[config.mk]
export PLATFORM = sky130hd
export DESIGN_NAME = cpkl_front
export DESIGN_NICKNAME = d
export VERILOG_FILES = /design/src/hw/rtl/cpkl_pkg.sv /design/src/hw/rtl/cpkl_front.sv
export SDC_FILE = /design/constraint.sdc
export NUM_CORES = 1
export LEC_CHECK = 0
export BUFFER_PORTS_ARGS = -buffer_cell sky130_fd_sc_hd__buf_4
export CAP_MARGIN = 0
export CORE_AREA = 2 2 74 76
export DETAILED_ROUTE_END_ITERATION = 12
export DIE_AREA = 0 0 76 78
export PLACE_DENSITY = 0.63
export RECOVER_POWER = 100
export SETUP_SLACK_MARGIN = 0.4
export SLEW_MARGIN = 20
export SYNTH_ARGS = -nofsm -noshare
export SYNTH_HDL_FRONTEND = slang
export SYNTH_SLANG_ARGS = --single-unit
[constraint.sdc]
create_clock -name vclk -period 0.8
set_input_delay 0 -clock vclk [all_inputs]
set_output_delay 0 -clock vclk [all_outputs]
set_load 0.05 [all_outputs]
[src/hw/rtl/cpkl_pkg.sv]
`timescale 1ns / 1ps

package cpkl_pkg;

  localparam int KEY_W  = 16;
  localparam int KERN_W = 16;
  localparam int CNT_W  = 9;
  localparam int CMD_W  = 3;

  // Command codes carried by an input beat.
  localparam logic [CMD_W-1:0] CMD_WR_LEFT  = 3'd0;
  localparam logic [CMD_W-1:0] CMD_WR_RIGHT = 3'd1;
  localparam logic [CMD_W-1:0] CMD_WR_CELL  = 3'd2;
  localparam logic [CMD_W-1:0] CMD_CNT_LEFT = 3'd3;
  localparam logic [CMD_W-1:0] CMD_CNT_RIGHT = 3'd4;
  localparam logic [CMD_W-1:0] CMD_QUERY    = 3'd5;

  localparam int QUEUE_DEPTH = 2;
  localparam int QPTR_W      = 1;

  // One classified operation, as it travels from the front to the back.
  typedef struct packed {
    logic [CMD_W-1:0]        cmd;
    logic [1:0]              sub;
    logic [7:0]              slot;
    logic [KEY_W-1:0]        key;
    logic [3:0]              cls;
    logic [3:0]              col;
    logic signed [KERN_W-1:0] kern;
    logic [CNT_W-1:0]        cnt;
    logic [KEY_W-1:0]        left_glyph;
    logic [KEY_W-1:0]        right_glyph;
  } op_t;

endpackage

[src/hw/rtl/cpkl_front.sv]
`timescale 1ns / 1ps

module cpkl_front #(
  parameter int SUBTABLES = 4,
  parameter int MAP_DEPTH = 256,
  parameter int CLASSES   = 16
) (
  input  logic                 start,
  input  logic                 full,
  input  logic [2:0]           cmd,
  input  logic [1:0]           subtable,
  input  logic [7:0]           slot,
  input  logic [15:0]          glyph_key,
  input  logic [3:0]           class_id,
  input  logic [3:0]           col_class,
  input  logic signed [15:0]   kern_in,
  input  logic [8:0]           entry_count,
  input  logic [15:0]          left_glyph,
  input  logic [15:0]          right_glyph,
  output logic                 push,
  output cpkl_pkg::op_t        op
);
  import cpkl_pkg::*;

  logic sub_ok;
  logic cls_ok;
  logic col_ok;
  logic slot_ok;
  logic keep;

  assign sub_ok  = int'(subtable) < SUBTABLES;
  assign cls_ok  = int'(class_id) < CLASSES;
  assign col_ok  = int'(col_class) < CLASSES;
  assign slot_ok = int'(slot) < MAP_DEPTH;

  // Items that would change nothing are dropped here and never queued.
  always_comb begin
    case (cmd)
      CMD_WR_LEFT, CMD_WR_RIGHT: keep = sub_ok && slot_ok && cls_ok;
      CMD_WR_CELL:               keep = sub_ok && cls_ok && col_ok;
      CMD_CNT_LEFT, CMD_CNT_RIGHT: keep = sub_ok;
      CMD_QUERY:                 keep = 1'b1;
      default:                   keep = 1'b0;
    endcase
  end

  always_comb begin
    op.cmd         = cmd;
    op.sub         = subtable;
    op.slot        = slot;
    op.key         = glyph_key;
    op.cls         = class_id;
    op.col         = col_class;
    op.kern        = kern_in;
    op.cnt         = (int'(entry_count) > MAP_DEPTH) ? CNT_W'(MAP_DEPTH) : entry_count;
    op.left_glyph  = left_glyph;
    op.right_glyph = right_glyph;
  end

  assign push = start && !full && keep;

endmodule

==> results.toml, run 1 <==
[run_status]
status = "finished, final reports clean"

[floorplan]
initial_utilization_pct = 13.9
die_h_microns = 78
io_pins = 191
die_w_microns = 76
die-area_sq_um = 5930
rows = 26
coreArea_sq_um = 5040

[worst_hold_path]
hold_end = "op[52]"
hp-class = "in2out"
holdPathStages = 0
min_from = "kern_in[11]"

[logic_synthesis]
syn_inst = 96
yosysTopAreaCell = "buf_4"
syn_area_per_cell_sq_um = 7.32
yosysTopAreaCellShare_pct = 90.7
post_synth_num_cell_types = 5
ys_seq_area_share_pct = 0
syn_nets = 192
ys_warn_count = 0
synthTopCellsByArea = "buf_4 91%, nor2b_1 7.1%, a211oi_1 1.1%"
syn-cell-area_sq_um = 703

[placement]
io_buffers = 25
gp_congestion = 0.514
pre_cts_slack_ns = 0.236
dpl.cell_count = 105

[sta]
hold_viol = 0
post-route-min-period_ns = 0.633
worst_slack_ns = 0.167
maxSlewViolCount = 0
setup-violations-final = 0
grt_setup_unrepaired = "true"
timing.hold.ws_ns = 0.0000185
max_slew_margin_pct = 60.4
worst_pin_slew_ns = 0.596
fmax_ghz = 1.58
setup_tns_ns = 0
fin_crit_sh_pct = 79.1

[clock_network]
hold_buffers = 0
cts_setup_buffers = 0

[grt]
grt_pass1_vias = 343
overflow = 0
grt_pass1_wl_mm = 2.27
antenna_found_initial = 0
grt_max_degree = 6
grt_use_total_pct = 5.25

[final_layout]
syn2layout_area_growth_pct = -38.3
nClkBuffers = 0
final_nets = 134
layout_common_cells = "11 x buf_4, 8 x nor2b_4, 8 x clkbuf_2"
regArea_sq_um = 0
num_antenna_cells = 0
fin_cells = 106
seq_cell_count = 0
drive_gt1_share_pct = 86.1
mostFrequentLayoutCell = "buf_4"

[detailed_routing]
ant_nets = 0
first_iter_violations = 2
num_vias = 300
drc_errors = 0
routed_wl_mm = 1.79
dr.pass1.iters = 2
routed_via_density = 2.83
wl_per_cell_microns = 16.8

[setup_path]
crit_path_max_fanout = 5
required_ns = 0.80
crit_path_end_kind = "output pin"
cp.arrival_ns = 0.63
crit_path_start_kind = "input pin"
crit_type = "in2out"

[flow_run]
cap_viol_max_count = 0

[power_and_ir_drop]
p_leak_nw = 0.207
power_density_nw_per_um2 = 665
peakVddDrop_uv = 91.5
## per-stage QoR
step	utilization, %	total power, W	area, sq um
2_1_floorplan	-	0.00129	777
3_3_place_gp	8.11	0.000282	409
3_5_place_dp	8.11	0.000284	409
4_1_cts	9.73	0.000328	490
5_1_grt	8.61	0.000300	434
6_report	8.61	0.000289	434
## kinds of logic (layout without fill, tap and decap cells)
kind of cell | after synthesis | count (layout) | share of synthesized area [%]
AO/OA/AOI/OAI | 1 | 1 | 1.07
buffers and inverters | 87 | 27 | 91.8
AND/OR/NAND/NOR | 8 | 8 | 7.12
## cells in the mapped netlist
| cell type | instances |
|---|---|
| buf_4 | 85 |
| nor2b_1 | 8 |
| a211oi_1 | 1 |
| clkbuf_1 | 1 |
| inv_1 | 1 |
## metal layers
| layer | vias up | wire length [microns] | GRT usage [%] |
|---|---|---|---|
| met4 | 0 | 279 | 7.64 |
| met5 | - | 0 | 0 |
| li1 | 82 | - | - |
| met3 | 38 | 590 | 7.56 |
| met1 | 102 | 217 | 1.25 |
| met2 | 78 | 698 | 7.95 |
## worst max path at each step
stage	startpoint	to	slack [ns]
2_1_floorplan	cmd[2]	push	0.27
3_5_place_dp	cmd[2]	push	0.24
3_3_place_gp	cmd[2]	push	0.23
6_report	entry_count[8]	op[38]	0.17
5_1_grt	entry_count[8]	op[38]	0.15
4_1_cts	cmd[1]	push	0.28
## final cells by class
type               instances  area, sq um
fillers                  582         4610
repair buffers            26          213
multi-input cells          9          130
well taps                 70         87.6
inverters                  1         3.75
## report_power, final
part | internal (W) | switching (W) | total [W] | leakage [nW]
clock network | 0 | 0 | 0 | 0
registers | 0 | 0 | 0 | 0
logic | 0.000123 | 0.000166 | 0.000289 | 0.207
total | 0.000123 | 0.000166 | 0.000289 | 0.207
## critical path: stages
cell and delay [ns]:
buf_16 0.12, nor2b_4 0.09, dlymetal6s2s_1 0.42
## repair_timing
item / CTS / global route
cloned: 1 / 0
pin swaps: 1 / 0
setup endpoints to repair: 10 / 5
resized for setup: 14 / 2
endpoints found under the hold margin: 0 / 0
Power figures use the tool's default switching activity.
==> inputs of run 2 (changes only) <==
- CORE_AREA: 2 2 74 76 -> 2 2 75 77
- DIE_AREA: 0 0 76 78 -> 0 0 77 79
- PLACE_DENSITY: 0.63 -> 0.62
==> results.toml, run 2 (same netlist as run 1, synthesis figures left out) <==
[detailed_routing]
dr.pass1.iters = 2
routed_via_density = 2.95
num_vias = 319
wl_per_cell_microns = 15.5
routed_wl_mm = 1.67
ant_nets = 0
drc_errors = 0
first_iter_violations = 2

[final_layout]
num_antenna_cells = 0
layout_common_cells = "11 x buf_4, 9 x clkbuf_2, 8 x nor2b_4"
multi_input_area_sq_um = 130
nClkBuffers = 0
regArea_sq_um = 0
mostFrequentLayoutCell = "buf_4"
drive_gt1_share_pct = 88.9
fin_util_pct = 8.04
syn2layout_area_growth_pct = -39.0
seq_cell_count = 0
final_nets = 134
nFillCells = 646

[setup_path]
crit_path_start_kind = "input pin"
crit_path_end_kind = "output pin"
required_ns = 0.80
cp-startpoint = "cmd[1]"
cp.arrival_ns = 0.61
crit_type = "in2out"
crit_path_max_fanout = 2
endpoint = "push"

[sta]
fmax_ghz = 1.63
grt_setup_unrepaired = "true"
fin_crit_sh_pct = 76.6
maxSlewViolCount = 0
setup_tns_ns = 0
setup-violations-final = 0
post-route-min-period_ns = 0.613
hold_viol = 0
max_slew_margin_pct = 58.6
worst_pin_slew_ns = 0.624

[grt]
overflow = 0
use_met2_pct = 6.49
grt_pass1_vias = 308
antenna_found_initial = 0
grt.busiest_layer = "met4"
gr-usage-met3_pct = 6.48
grt_use_total_pct = 4.51
grt_pass1_wl_mm = 2.03
grt_max_degree = 6
met1_usage_pct = 0.685

[power_and_ir_drop]
peakVddDrop_uv = 145
p_leak_nw = 0.193
power_density_nw_per_um2 = 661

[floorplan]
coreArea_sq_um = 5340
die-area_sq_um = 6080
io_pins = 191
die_h_microns = 79
initial_utilization_pct = 13.2
rows = 27
die_w_microns = 77

[worst_hold_path]
hp-class = "in2out"

[flow_run]
cap_viol_max_count = 0

[clock_network]
hold_buffers = 0
cts_setup_buffers = 0

[run_status]
status = "finished, final reports clean"

[placement]
io_buffers = 25
gp_congestion = 0.565
[run 2: cell count changes in the layout (fill, tap and decap cells not counted), sizes merged]
cell | before | now
clkbuf | 11 | 12
dlymetal6s2s | 1 | 0
[run 2: per-layer routing]
| metal | share of wire (%) | vias up |
|---|---|---|
| met4 | 16 | 0 |
| met2 | 39 | 98 |
| met1 | 11 | 98 |
| met5 | 0 | - |
| li1 | - | 83 |
| met3 | 34 | 40 |
[run 2: how the worst min path moves through the flow]
stage / to / from / cells past startpoint / slack, ns
2_1_floorplan: op[32] / entry_count[8] / 1 / 0.06
3_3_place_gp: op[18] / left_glyph[2] / 0 / 0.0003
3_5_place_dp: op[18] / left_glyph[2] / 0 / 0.0003
4_1_cts: op[18] / left_glyph[2] / 0 / 0.0003
5_1_grt: op[9] / right_glyph[9] / 0 / 0.00007
6_report: op[30] / left_glyph[14] / 0 / 0.00002
[run 2: cell type report]
cell class	count	share of cell area, %
Tap cell	72	21.0
Timing Repair Buffer	26	47.8
Multi-Input combinational cell	9	30.3
Inverter	1	0.875
[run 2: through the flow]
step	power [W]	setup slack [ns]	cell area, sq um	instances	hold slack [ns]
finish	0.000284	0.187	429	108	0.0000220
CTS	0.000325	0.284	493	108	0.000341
global route	0.000296	0.153	429	108	0.0000732
detailed placement	0.000280	0.235	412	107	0.000341
global placement	0.000279	0.230	412	107	0.000341
floorplan	0.00129	0.273	777	96	0.0579
[run 2: timing repair]
action,CTS,global route
setup endpoints to repair,10,4
resized for setup,14,2
pin swaps,1,0
cloned,1,0
endpoints found under the hold margin,0,0
[run 2: worst max-delay path: stages]
cell	delay (ns)
buf_6	0.10
a211oi_4	0.20
clkbuf_2	0.31
[run 2: report_power, final]
| part | internal (W) | leakage, nW | switching [W] |
|---|---|---|---|
| combinational | 0.000120 | 0.193 | 0.000164 |
| sequential | 0 | 0 | 0 |
| clock | 0 | 0 | 0 |
