## src/hw/rtl/cpkl_pkg.sv

```systemverilog
`timescale 1ns / 1ps

package cpkl_pkg;

  localparam int KEY_W  = 16;
  localparam int KERN_W = 16;
  localparam int CNT_W  = 9;
  localparam int CMD_W  = 3;

  // Command codes carried by an input beat.
  localparam logic [CMD_W-1:0] CMD_WR_LEFT  = 3'd0;
  localparam logic [CMD_W-1:0] CMD_WR_RIGHT = 3'd1;
  localparam logic [CMD_W-1:0] CMD_WR_CELL  = 3'd2;
  localparam logic [CMD_W-1:0] CMD_CNT_LEFT = 3'd3;
  localparam logic [CMD_W-1:0] CMD_CNT_RIGHT = 3'd4;
  localparam logic [CMD_W-1:0] CMD_QUERY    = 3'd5;

  localparam int QUEUE_DEPTH = 2;
  localparam int QPTR_W      = 1;

  // One classified operation, as it travels from the front to the back.
  typedef struct packed {
    logic [CMD_W-1:0]        cmd;
    logic [1:0]              sub;
    logic [7:0]              slot;
    logic [KEY_W-1:0]        key;
    logic [3:0]              cls;
    logic [3:0]              col;
    logic signed [KERN_W-1:0] kern;
    logic [CNT_W-1:0]        cnt;
    logic [KEY_W-1:0]        left_glyph;
    logic [KEY_W-1:0]        right_glyph;
  } op_t;

endpackage

```

## src/hw/rtl/cpkl_queue.sv

```systemverilog
`timescale 1ns / 1ps

module cpkl_queue (
  input  logic          clk,
  input  logic          rst,
  input  logic          push,
  input  cpkl_pkg::op_t push_op,
  input  logic          pop,
  output cpkl_pkg::op_t head_op,
  output logic          empty,
  output logic          full
);
  import cpkl_pkg::*;

  op_t               slots [QUEUE_DEPTH];
  logic [QPTR_W-1:0] wr_ptr;
  logic [QPTR_W-1:0] rd_ptr;
  logic [QPTR_W:0]   fill;

  assign empty   = (fill == '0);
  assign full    = (fill == (QPTR_W + 1)'(QUEUE_DEPTH));
  assign head_op = slots[rd_ptr];

  always_ff @(posedge clk) begin
    if (rst) begin
      wr_ptr <= '0;
      rd_ptr <= '0;
      fill   <= '0;
    end else begin
      if (push) begin
        slots[wr_ptr] <= push_op;
        wr_ptr        <= wr_ptr + 1'b1;
      end
      if (pop) begin
        rd_ptr <= rd_ptr + 1'b1;
      end
      if (push && !pop) begin
        fill <= fill + 1'b1;
      end else if (pop && !push) begin
        fill <= fill - 1'b1;
      end
    end
  end

endmodule

```

## config.mk

```make
export PLATFORM = sky130hd
export DESIGN_NAME = cpkl_queue
export DESIGN_NICKNAME = d
export VERILOG_FILES = /design/src/hw/rtl/cpkl_pkg.sv /design/src/hw/rtl/cpkl_queue.sv
export SDC_FILE = /design/constraint.sdc
export NUM_CORES = 1
export LEC_CHECK = 0
export ABC_AREA = 1
export BUFFER_PORTS_ARGS = -buffer_cell sky130_fd_sc_hd__buf_2
export CORE_AREA = 2 2 131 133
export DETAILED_ROUTE_END_ITERATION = 16
export DIE_AREA = 0 0 133 135
export PLACE_DENSITY = 0.63
export SLEW_MARGIN = 20
export SYNTH_ARGS = -nofsm -noshare
export SYNTH_HDL_FRONTEND = slang
export SYNTH_SLANG_ARGS = --single-unit
```

## constraint.sdc

```tcl
create_clock -name clk -period 13 [get_ports clk]
set_input_delay 1.3 -clock clk [delete_from_list [all_inputs] [get_ports clk]]
set_output_delay 1.3 -clock clk [all_outputs]
set_load 0.1 [all_outputs]
```

==> results of run 1 <==
==> placed cells by master (no fill, tap or decap), drive strengths merged, types with 4 or more instances in the layout <==
cell type	netlist	final
clkbuf	0	21
nand2	6	6
dfxtp	5	5
buf	10	198
nor2	6	6
edfxtp	188	188
inv	9	11
mux2	94	94
clkinvlp	0	4
==> area by class of cell <==
class / count / area [µm²]
fill: 1322 / 7650
sequential: 193 / 5750
multi-input combinational: 114 / 1170
timing repair buffer: 198 / 1000
clock buffer: 21 / 440
tap: 220 / 275
clock inverter: 9 / 86.3
inverter: 9 / 33.8
==> report_power, final <==
part           total [W]  internal [W]  switching (W)
logic           0.000294     0.0000566       0.000237
clock network   0.000473      0.000262       0.000211
registers       0.000716      0.000707     0.00000930
==> stage by stage <==
| stage | worst slack, ns | power [W] | hold slack, ns | utilization | cells |
|---|---|---|---|---|---|
| after floorplan | 4.52 | 0.000977 | 0.437 | - | 326 |
| after global placement | 9.53 | 0.00102 | 0.450 | 0.502 | 734 |
| after detailed placement | 9.50 | 0.00103 | 0.472 | 0.502 | 734 |
| after CTS | 9.05 | 0.00150 | 0.482 | 0.534 | 764 |
| after global routing | 8.95 | 0.00153 | 0.494 | 0.534 | 764 |
| final | 9.11 | 0.00148 | 0.479 | 0.534 | 764 |
==> cells by family after synthesis <==
logic type / after synthesis
adders and majority gates: 1
muxes: 94
buffers and inverters: 19
and+or+nand+nor: 15
xor gates and xnor gates: 1
DFF: 193
AOI/OAI and AO/OA: 3
==> worst max-delay path, delay by kind of cell (launching register included) <==
family / cells / cell delay, ns
buffers and inverters: 2 / 1.15
multiplexers: 1 / 0.31
flip-flops: 1 / 0.66
==> layer usage <==
layer  wire length, µm  vias to the layer above
li1                  -                     1687
met1              5370                     1804
met2              6630                      135
met3              1010                       19
met4               204                        0
met5                 0                        -
==> path summary, 6_finish.rpt <==
check	startpoint	end	slack [ns]	cells after the start
setup / recovery	flip-flop	head_op[28]	9.11	3
hold / removal	wr_ptr	wr_ptr	0.48	2
setup reg to reg	wr_ptr	slots[0][25]	10.86	4
hold reg to reg	wr_ptr	wr_ptr	0.48	2
==> registers in the layout, summed over array words and instances, names as in the netlist, named ones only <==
signal and flops:
fill 2, rd_ptr 1, slots 188, wr_ptr 1
==> run summary, run 1 <==
The number of buffers on the longest clock path is 2. The total routing resource utilization after global routing came out at 0.149. The floorplan step set the die height to 135 µm. The actual transition at the worst max-transition pin came out at 0.947 ns.

The worst setup path is of the flip-flop to output port kind. The arrival time reported for the critical path endpoint is 2.59 ns. The setup TNS came out at 0 ns. The horizontal die dimension came out at 133 µm. The post-route DRC violation count came out at 0. During synthesis, Yosys emitted a total of 0 warnings. The clock transition time at the flip-flop clock pins of the worst setup and hold paths came out at 0.06 ns. The critical path launch point type is a flip-flop.

Of all nets on the critical path, the largest fanout is 59. Entering global routing, the biggest net connects 60 pins. The worst hold path belongs to the class flip-flop to flip-flop. The violation count after the first detailed-routing iteration is 169.

After technology mapping, the gate count stands at 326. Of the total synthesized cell area, the portion taken by AND, OR, NAND and NOR gates is 0.00873. The category of the worst setup path capture point is an output port.

The via count of the first global-routing pass came out at 4018. In this run the clock root is driven by a clkbuf_16. The met2 capacity usage during global routing came out at 0.253. The number of antenna diodes in the final layout is 0. The met3 track utilization from global routing came out at 0.0552. After synthesis, the largest family of logic cells by area is multiplexers.

The worst clock skew on the final layout came out at 0.00732 ns. The global placement routability congestion is 0.720. The floorplan step defined a core boundary enclosing 0.0164 mm². After routing the design area is 0.00876 mm².

The highest clock rate is 0.257 GHz. The count of final hold-check violations was 0. Of the total synthesized cell area, the portion taken by XOR and XNOR cells is 0.00125. Among all cell types in the netlist, the one instantiated most often is edfxtp_1. The post-cts gate resize count came out at 0. Of the post-synthesis cell area, the part taken by muxes is 0.151.

Setup violations remaining at the end of the flow were counted as 0. The most area-hungry cell type in the Yosys netlist is edfxtp_1. The count of hold-fix buffers inserted at cts is 0.

The layer flagged by global routing as most heavily used is met2. The sequential share of the synthesized area came out at 0.818. The die area came out at 0.0180 mm². The number of levels the H-tree was split into is 4. The share of final-layout standard cells stronger than drive strength 1 came out at 0.588.

The number of max-capacitance violations reported came out at 0. The detailed placer's ending HPWL came out at 8530 µm. The number of placement rows is 47. The number of slew-limit violations in the final report is 0. Dividing the detail-routed via count by the number of cells gives 4.77. The total routed wirelength is 13200 µm. The cell leakage power came out at 3.23 nW. In this run the tool buffered the top-level ports with 193 buffer cells. The final critical path time including I/O delays and setup is 3.89 ns. Of the total synthesized cell area, the portion taken by full adders, half adders and majority gates is 0.00178.

The share of Yosys cell area claimed by the top area cell type is 0.804. The most used flip-flop cell after synthesis is edfxtp_1. Ranked by instance count, the synthesized netlist is headed by edfxtp_1, mux2_2, inv_1. The initial utilization of the core area, before any placement, comes to 0.428. The met1 capacity usage during global routing came out at 0.173.

The flip-flop and latch count after synthesis is 193. The total congestion overflow after global routing came out at 0. The first-pass GRT wire length is 20300 µm.

The flow ran to the end, and the final reports show no timing, DRC or antenna violations. After synthesis, the cell types taking the most area are edfxtp_1, mux2_2, dfxtp_1. The number of iterations in the first detailed-routing pass is 4. TritonCTS built the clock tree.

The proportion of synthesized flip-flops having asynchronous set or reset is 0. Setup repair after global routing left no endpoint under its margin. Dividing the final minimum period by the clock period gives 0.299.

Walking the worst path, the cells encountered are buf_4, mux2_2, buf_2. The largest stage delay on the critical path came out at 0.73 ns. CTS saw 193 sinks.

The relative slew slack is 0.367. The number of clock buffers added by TritonCTS is 17. The final route contains 3645 vias. The cell with the largest stage delay on the worst path is buf_4. The final layout contains 632 nets. The synthesized-area fraction occupied by ao, oa, aoi and oai cells was 0.00214. Dividing the detail-routed wire length by the instance count gives 17.3 µm. The number of distinct library cells after synthesis is 16. Counting flops with a built-in enable in the synthesized netlist gives 188. The combined area of all synthesized cells is 0.00703 mm². In this run the power density over the cells is 169 mW/mm². The initial antenna violation count came out at 0. The clock latency on the worst-skew pair came out at 0.42 ns. The post-synthesis to final-layout area growth came out at 24.6%. The number of nets handed over by synthesis was 425. The count of pins on the block boundary is 194. VDD sags by at most 0.0870 mV. For the worst setup path, the data required time is 11.70 ns. Averaged over all synthesized cells, the footprint is 21.6 µm². The number of buffers added for setup after CTS is 0. The placed cell area is 0.00823 mm².

Once detail routing completed, the nets flagged for antenna violations numbered 0.
Note: power is estimated with default switching activity, not from simulation.
==> run 2, diff against run 1 <==
Clock period 13 ns to 4 ns, I/O delays scaled along.
==> run 2 against run 1 <==
  * Register-to-register slack got worse by 8.9 ns
  * Clock power rose to 3.6 times the previous value
  * Global-route usage fell by 0.48 points
  * Design area rose by 0.90%
  * Die area did not move
  * Non-clock buffer count rose by 1
  * Power rose to 3.3 times the previous value
  * Clock skew barely moved
  * Via count fell by 0.19%
  * Sequential power rose to 3.3 times the previous value
  * Largest cell class unchanged
  * Largest power group unchanged
  * Highest routed layer is now met5
==> run summary, run 2 (synthesized netlist as in run 1, its figures left out) <==
Ranked by flip-flop count, first place goes to slots. The first-pass GRT wire length is 19400 µm. The total power divided by cell area is 561 mW/mm².

Hold timing on the final database bottoms out at a slack of 0.166 ns. The cell leakage power is 3.28 nW. Data arrives at the worst endpoint at 2.37 ns. The relative slew slack is 0.487. The count of final hold-check violations came out at 0. Of the cells placed in the final design, the portion with a size suffix greater than 1 is 0.593.

The highest clock rate came out at 0.361 GHz. The number of buffer cells added on primary ports is 193. The setup TNS is 0 ns. The CTS buffer count is 17. The post-route DRC violation count came out at 0. The worst setup path is captured at an output port. The post-synthesis to final-layout area growth is 25.8%.

The initial antenna violation count came to 1. The total routed wirelength came out at 12800 µm. In the global route stage, overall resource usage came out at 0.145. The critical path launch point type is a flip-flop. The count of pins on the block boundary is 194. The clock sink count is 193. The number of iterations in the first detailed-routing pass came out at 4. The critical path required time came out at 3.60 ns. In the finished design, the share of the clock period the worst path needs comes to 0.692. Clock tree synthesis selected as its root buffer the cell clkbuf_16. The per-cell via count in the routed design is 4.74.

The total congestion overflow after global routing came out at 0. In this run the remaining antenna-violating nets after routing total 0. The post-cts gate resize count came out at 0. The library cell used most frequently in the layout, excluding fill and tap cells, is buf_2. The largest registers in the layout are slots x188, fill x2. The register with the most flip-flops in the layout has 188 of them.

The detailed placer's ending HPWL came out at 8590 µm. The number of buffers on the longest clock path came out at 2. The number of max-capacitance violations reported is 0.

The total area of sequential cells came out at 0.00575 mm². Setup repair after global routing left no endpoint under its margin. The number of placement rows is 47. The flow ran to the end, and the final reports show no timing, DRC or antenna violations. The number of slew-limit violations in the final report is 0. The type of the worst setup path is flip-flop to output port. The area taken by multi-input logic gates came out at 0.00117 mm².

The die is 133 µm wide. The number of levels the H-tree was split into is 4. Routability-driven placement finished with a final weighted congestion of 0.690. TritonCTS built the clock tree. The share of the core filled with cells is 0.539.

The largest net degree at the start of global routing came out at 57. Buffers added to address setup during post-CTS repair amount to 0. The kind of path behind the tightest hold check is primary input to flip-flop. The vias after detailed routing is 3638.

The net count of the finished layout is 633. The violation count after the first detailed-routing iteration came out at 169. The worst path needs 2.77 ns of the cycle, external delays included.

The clock transition time at the flip-flop clock pins of the worst setup and hold paths is 0.06 ns. The worst clock skew on the final layout came out at 0.00704 ns. Counting the fill cells in the layout gives 1344. The wire length per cell after detailed routing is 16.7 µm. Setup violations remaining at the end of the flow were counted as 0. In the layout the commonest cells are buf_2, edfxtp_1, mux2_2, clkbuf_16, inv_1.

The count of hold-fix buffers inserted at cts came out at 0. The chip height came out at 135 µm. The floorplan step defined a die boundary enclosing 0.0180 mm². The floorplan step defined a core boundary enclosing 0.0164 mm². For this configuration, the core starts out at a cell density of 0.428. The actual transition at the worst max-transition pin came out at 0.769 ns. The clock reaches the later pin of the worst-skew pair after 0.42 ns. The maximum net fanout on the critical path came out at 56. The maximum vdd ir drop is 0.259 mV. The via count of the first global-routing pass is 3888.
==> run 2: cell types whose count changed in the layout (fill, tap and decap cells not counted), sizes merged <==
cell	delta
clkbuf	-2
inv	+1
bufinv	+2
diode	+1
clkinvlp	-1
buf	+1
clkinv	+1
==> run 2: worst paths after layout <==
path | startpoint | to | slack (ns) | depth (start not counted)
hold reg to reg | wr_ptr | wr_ptr | 0.46 | 2
setup / recovery | flip-flop | head_op[88] | 1.23 | 3
setup reg to reg | wr_ptr | slots[0][60] | 1.98 | 4
hold / removal | push_op[3] | slots[0][3] | 0.17 | 1
==> run 2: final cells by class <==
cell class,instances,area share
Multi-Input combinational cell,114,0.133
Clock inverter,12,0.0177
Antenna cell,1,0.000283
Tap cell,220,0.0312
Inverter,9,0.00382
Timing Repair Buffer,199,0.114
Clock buffer,19,0.0490
Sequential cell,193,0.651
==> run 2: critical path, stage by stage, from the launching register on <==
cell	delay (ns)
dfxtp_4	0.85
buf_4	0.42
mux2_2	0.38
buf_2	0.29
==> run 2: per-stage QoR <==
| stage | instance area, µm² | cells | total power [W] | setup WS (ns) |
|---|---|---|---|---|
| floorplan | 7040 | 326 | 0.00317 | 0.647 |
| global placement | 8240 | 735 | 0.00332 | 1.63 |
| detailed placement | 8240 | 735 | 0.00333 | 1.62 |
| CTS | 8830 | 766 | 0.00501 | 1.15 |
| global route | 8830 | 766 | 0.00512 | 1.08 |
| finish | 8840 | 767 | 0.00496 | 1.23 |
==> run 2: where the power goes <==
| group | switching [W] | internal, W | leakage [nW] |
|---|---|---|---|
| Clock | 0.000695 | 0.000983 | 0.278 |
| Sequential | 0.0000377 | 0.00230 | 1.77 |
| Combinational | 0.000763 | 0.000185 | 1.23 |
| Total | 0.00150 | 0.00347 | 3.28 |
==> run 2: routing by layer <==
layer	GRT usage	routed length [µm]	share of wire
met1	0.168	5240	0.41
met5	0	18	0.0014
met3	0.0465	890	0.069
met2	0.250	6470	0.50
met4	0.0573	214	0.017
==> run 3, diff against run 2 <==
Clock period 4 ns to 2.73 ns, I/O delays scaled along.
==> run 3 against run 2 <==
  * Register-to-register slack got worse by 0.86 ns
  * Power rose by 48%
  * Clock power rose by 50%
  * Sequential share of layout area fell by 0.21 points
  * Clock skew fell by 0.0020 ns
  * Clock-buffer cell count fell by 1
  * Sequential cell count did not move
==> run summary, run 3 (synthesized netlist as in run 1, its figures left out) <==
In the final layout, flip-flops and latches occupy 0.00575 mm². Entering global routing, the biggest net connects 56 pins. For this configuration, the core starts out at a cell density of 0.428. Counting the buffers created by CTS gives 17. The first-pass GRT wire length is 19400 µm. The vias after detailed routing is 3610.

The setup slack at placement came out at 0.825 ns. The detail route stage leaves a number of antenna-violating nets equal to 0. The worst setup slack for register-to-register paths came out at 1.12 ns. The per-cell via count in the routed design came out at 4.71.

The via count of the first global-routing pass came out at 3957. The post-cts gate resize count is 0. Setup repair after global routing left no endpoint under its margin. For this run, design rule violations remaining after detail routing come to 0. The clock transition time at the flip-flop clock pins of the worst setup and hold paths came out at 0.07 ns.

The minimum setup slack in the final design is 0.402 ns. In this run the critical register-to-register path is launched from wr_ptr. The horizontal die dimension is 133 µm. The total routing resource utilization after global routing is 0.143. The critical path launch point type is a flip-flop. The maximum vdd ir drop is 0.496 mV.

In the layout the commonest cells are buf_2, edfxtp_1, mux2_2, clkbuf_16, inv_1. The number of placement rows is 47. The relative slew slack came out at 0.485. The maximum net fanout on the critical path is 25.

The share of the core filled with cells is 0.540. The total power divided by cell area came out at 827 mW/mm². The cell leakage power came out at 3.28 nW. The worst clock skew on the final layout came out at 0.00507 ns. The antenna diode count came out at 0. slots holds more flip-flops than any other register. The number of max-capacitance violations reported came out at 0. The count of hold-fix buffers inserted at cts is 0.

The number of buffers added for setup after CTS came out at 0. The most critical setup path has its endpoint at head_op[25]. The setup path with the least slack is of type flip-flop to output port.

Counting instances, the worst hold path has a depth of 1. TritonCTS built the clock tree. The total congestion overflow after global routing came out at 0. The actual transition at the worst max-transition pin came out at 0.772 ns. The chip height is 135 µm.

The largest registers in the layout are slots x188, fill x2. The total routed wirelength is 12700 µm. The highest clock rate came out at 0.430 GHz. The post-synthesis to final-layout area growth came out at 26.2%.

The die area is 0.0180 mm². The ratio of final minimum period to clock period is 0.853. The net count of the finished layout came out at 633. The H-tree was split into 4 levels. The run finished with clean final reports.

The number of buffer cells added on primary ports came out at 193. The initial antenna violation count is 1. The clock sink count is 193. The clock latency on the worst-skew pair is 0.42 ns. The violation count after the first detailed-routing iteration came out at 141. The number of iterations in the first detailed-routing pass came out at 6. The global placement routability congestion is 0.749.

After legalization and detailed placement, the total HPWL measured 8480 µm. The number of fill cells is 1321. In this run the count of I/O pins placed on the die edge is 194. The tightest min-delay check is of the primary input to flip-flop type. The number of slew-limit violations in the final report came to 0. The placeable core area is 0.0164 mm².

The count of final hold-check violations came out at 0. The number of cells on the worst reg-to-reg path is 4. The capture instance of the worst register-to-register path is slots[0][23].

For the worst setup path, the data required time is 2.46 ns. The worst hold slack after final layout is 0.0392 ns. Counting along the longest clock path gives a buffer depth of 2. The category of the worst setup path capture point is an output port. The final critical path time including I/O delays and setup is 2.33 ns. The wire length per cell after detailed routing is 16.5 µm. In the final layout, the share of cells above drive strength 1 is 0.601. The register with the most flip-flops in the layout has 188 of them. STA puts the critical path data arrival time at 2.06 ns. The area taken by multi-input logic gates came out at 0.00117 mm². The root cell of the clock tree is clkbuf_16.

Setup violations remaining at the end of the flow were counted as 0. Leaving out fill and tap cells, the most frequent cell in the layout is buf_2.
==> run 3: worst min-delay path by stage <==
stage           startpoint      endpoint  slack, ns
5_1_grt        push_op[77]  slots[0][77]       0.02
3_3_place_gp        wr_ptr        wr_ptr       0.46
4_1_cts         push_op[1]   slots[0][1]       0.02
6_report       push_op[57]  slots[0][57]       0.04
2_1_floorplan          rst        wr_ptr       0.33
3_5_place_dp    push_op[1]   slots[1][1]       0.46
==> run 3: power by group <==
group / leakage (nW) / total, W / switching, W / internal (W)
logic: 1.23 / 0.00141 / 0.00114 / 0.000275
clock network: 0.281 / 0.00252 / 0.00106 / 0.00146
registers: 1.77 / 0.00340 / 0.0000366 / 0.00336
==> run 3: layout make-up <==
class / instances / share of cell area
inverter: 9 / 0.00381
tap: 220 / 0.0310
timing repair buffer: 199 / 0.115
multi-input combinational: 114 / 0.133
clock inverter: 14 / 0.0202
sequential: 193 / 0.649
clock buffer: 18 / 0.0484
==> run 3: stage by stage <==
| step | power [W] | instance area, µm² | cells | TNS [ns] |
|---|---|---|---|---|
| 2_1_floorplan | 0.00464 | 7050 | 326 | -31.32 |
| 3_3_place_gp | 0.00486 | 8260 | 735 | 0 |
| 3_5_place_dp | 0.00489 | 8260 | 735 | 0 |
| 4_1_cts | 0.00742 | 8870 | 767 | 0 |
| 5_1_grt | 0.00755 | 8870 | 767 | 0 |
| 6_report | 0.00733 | 8870 | 767 | 0 |
==> run 3: routing by layer <==
layer,wire [µm],GRT usage
met5,0,0
met4,213,0.0633
met3,1090,0.0604
met2,6470,0.250
met1,4890,0.150
==> run 3: critical path: stages (launching register included) <==
cell and delay (ns):
dfxtp_4 0.54, buf_4 0.39, mux2_2 0.39, buf_2 0.29
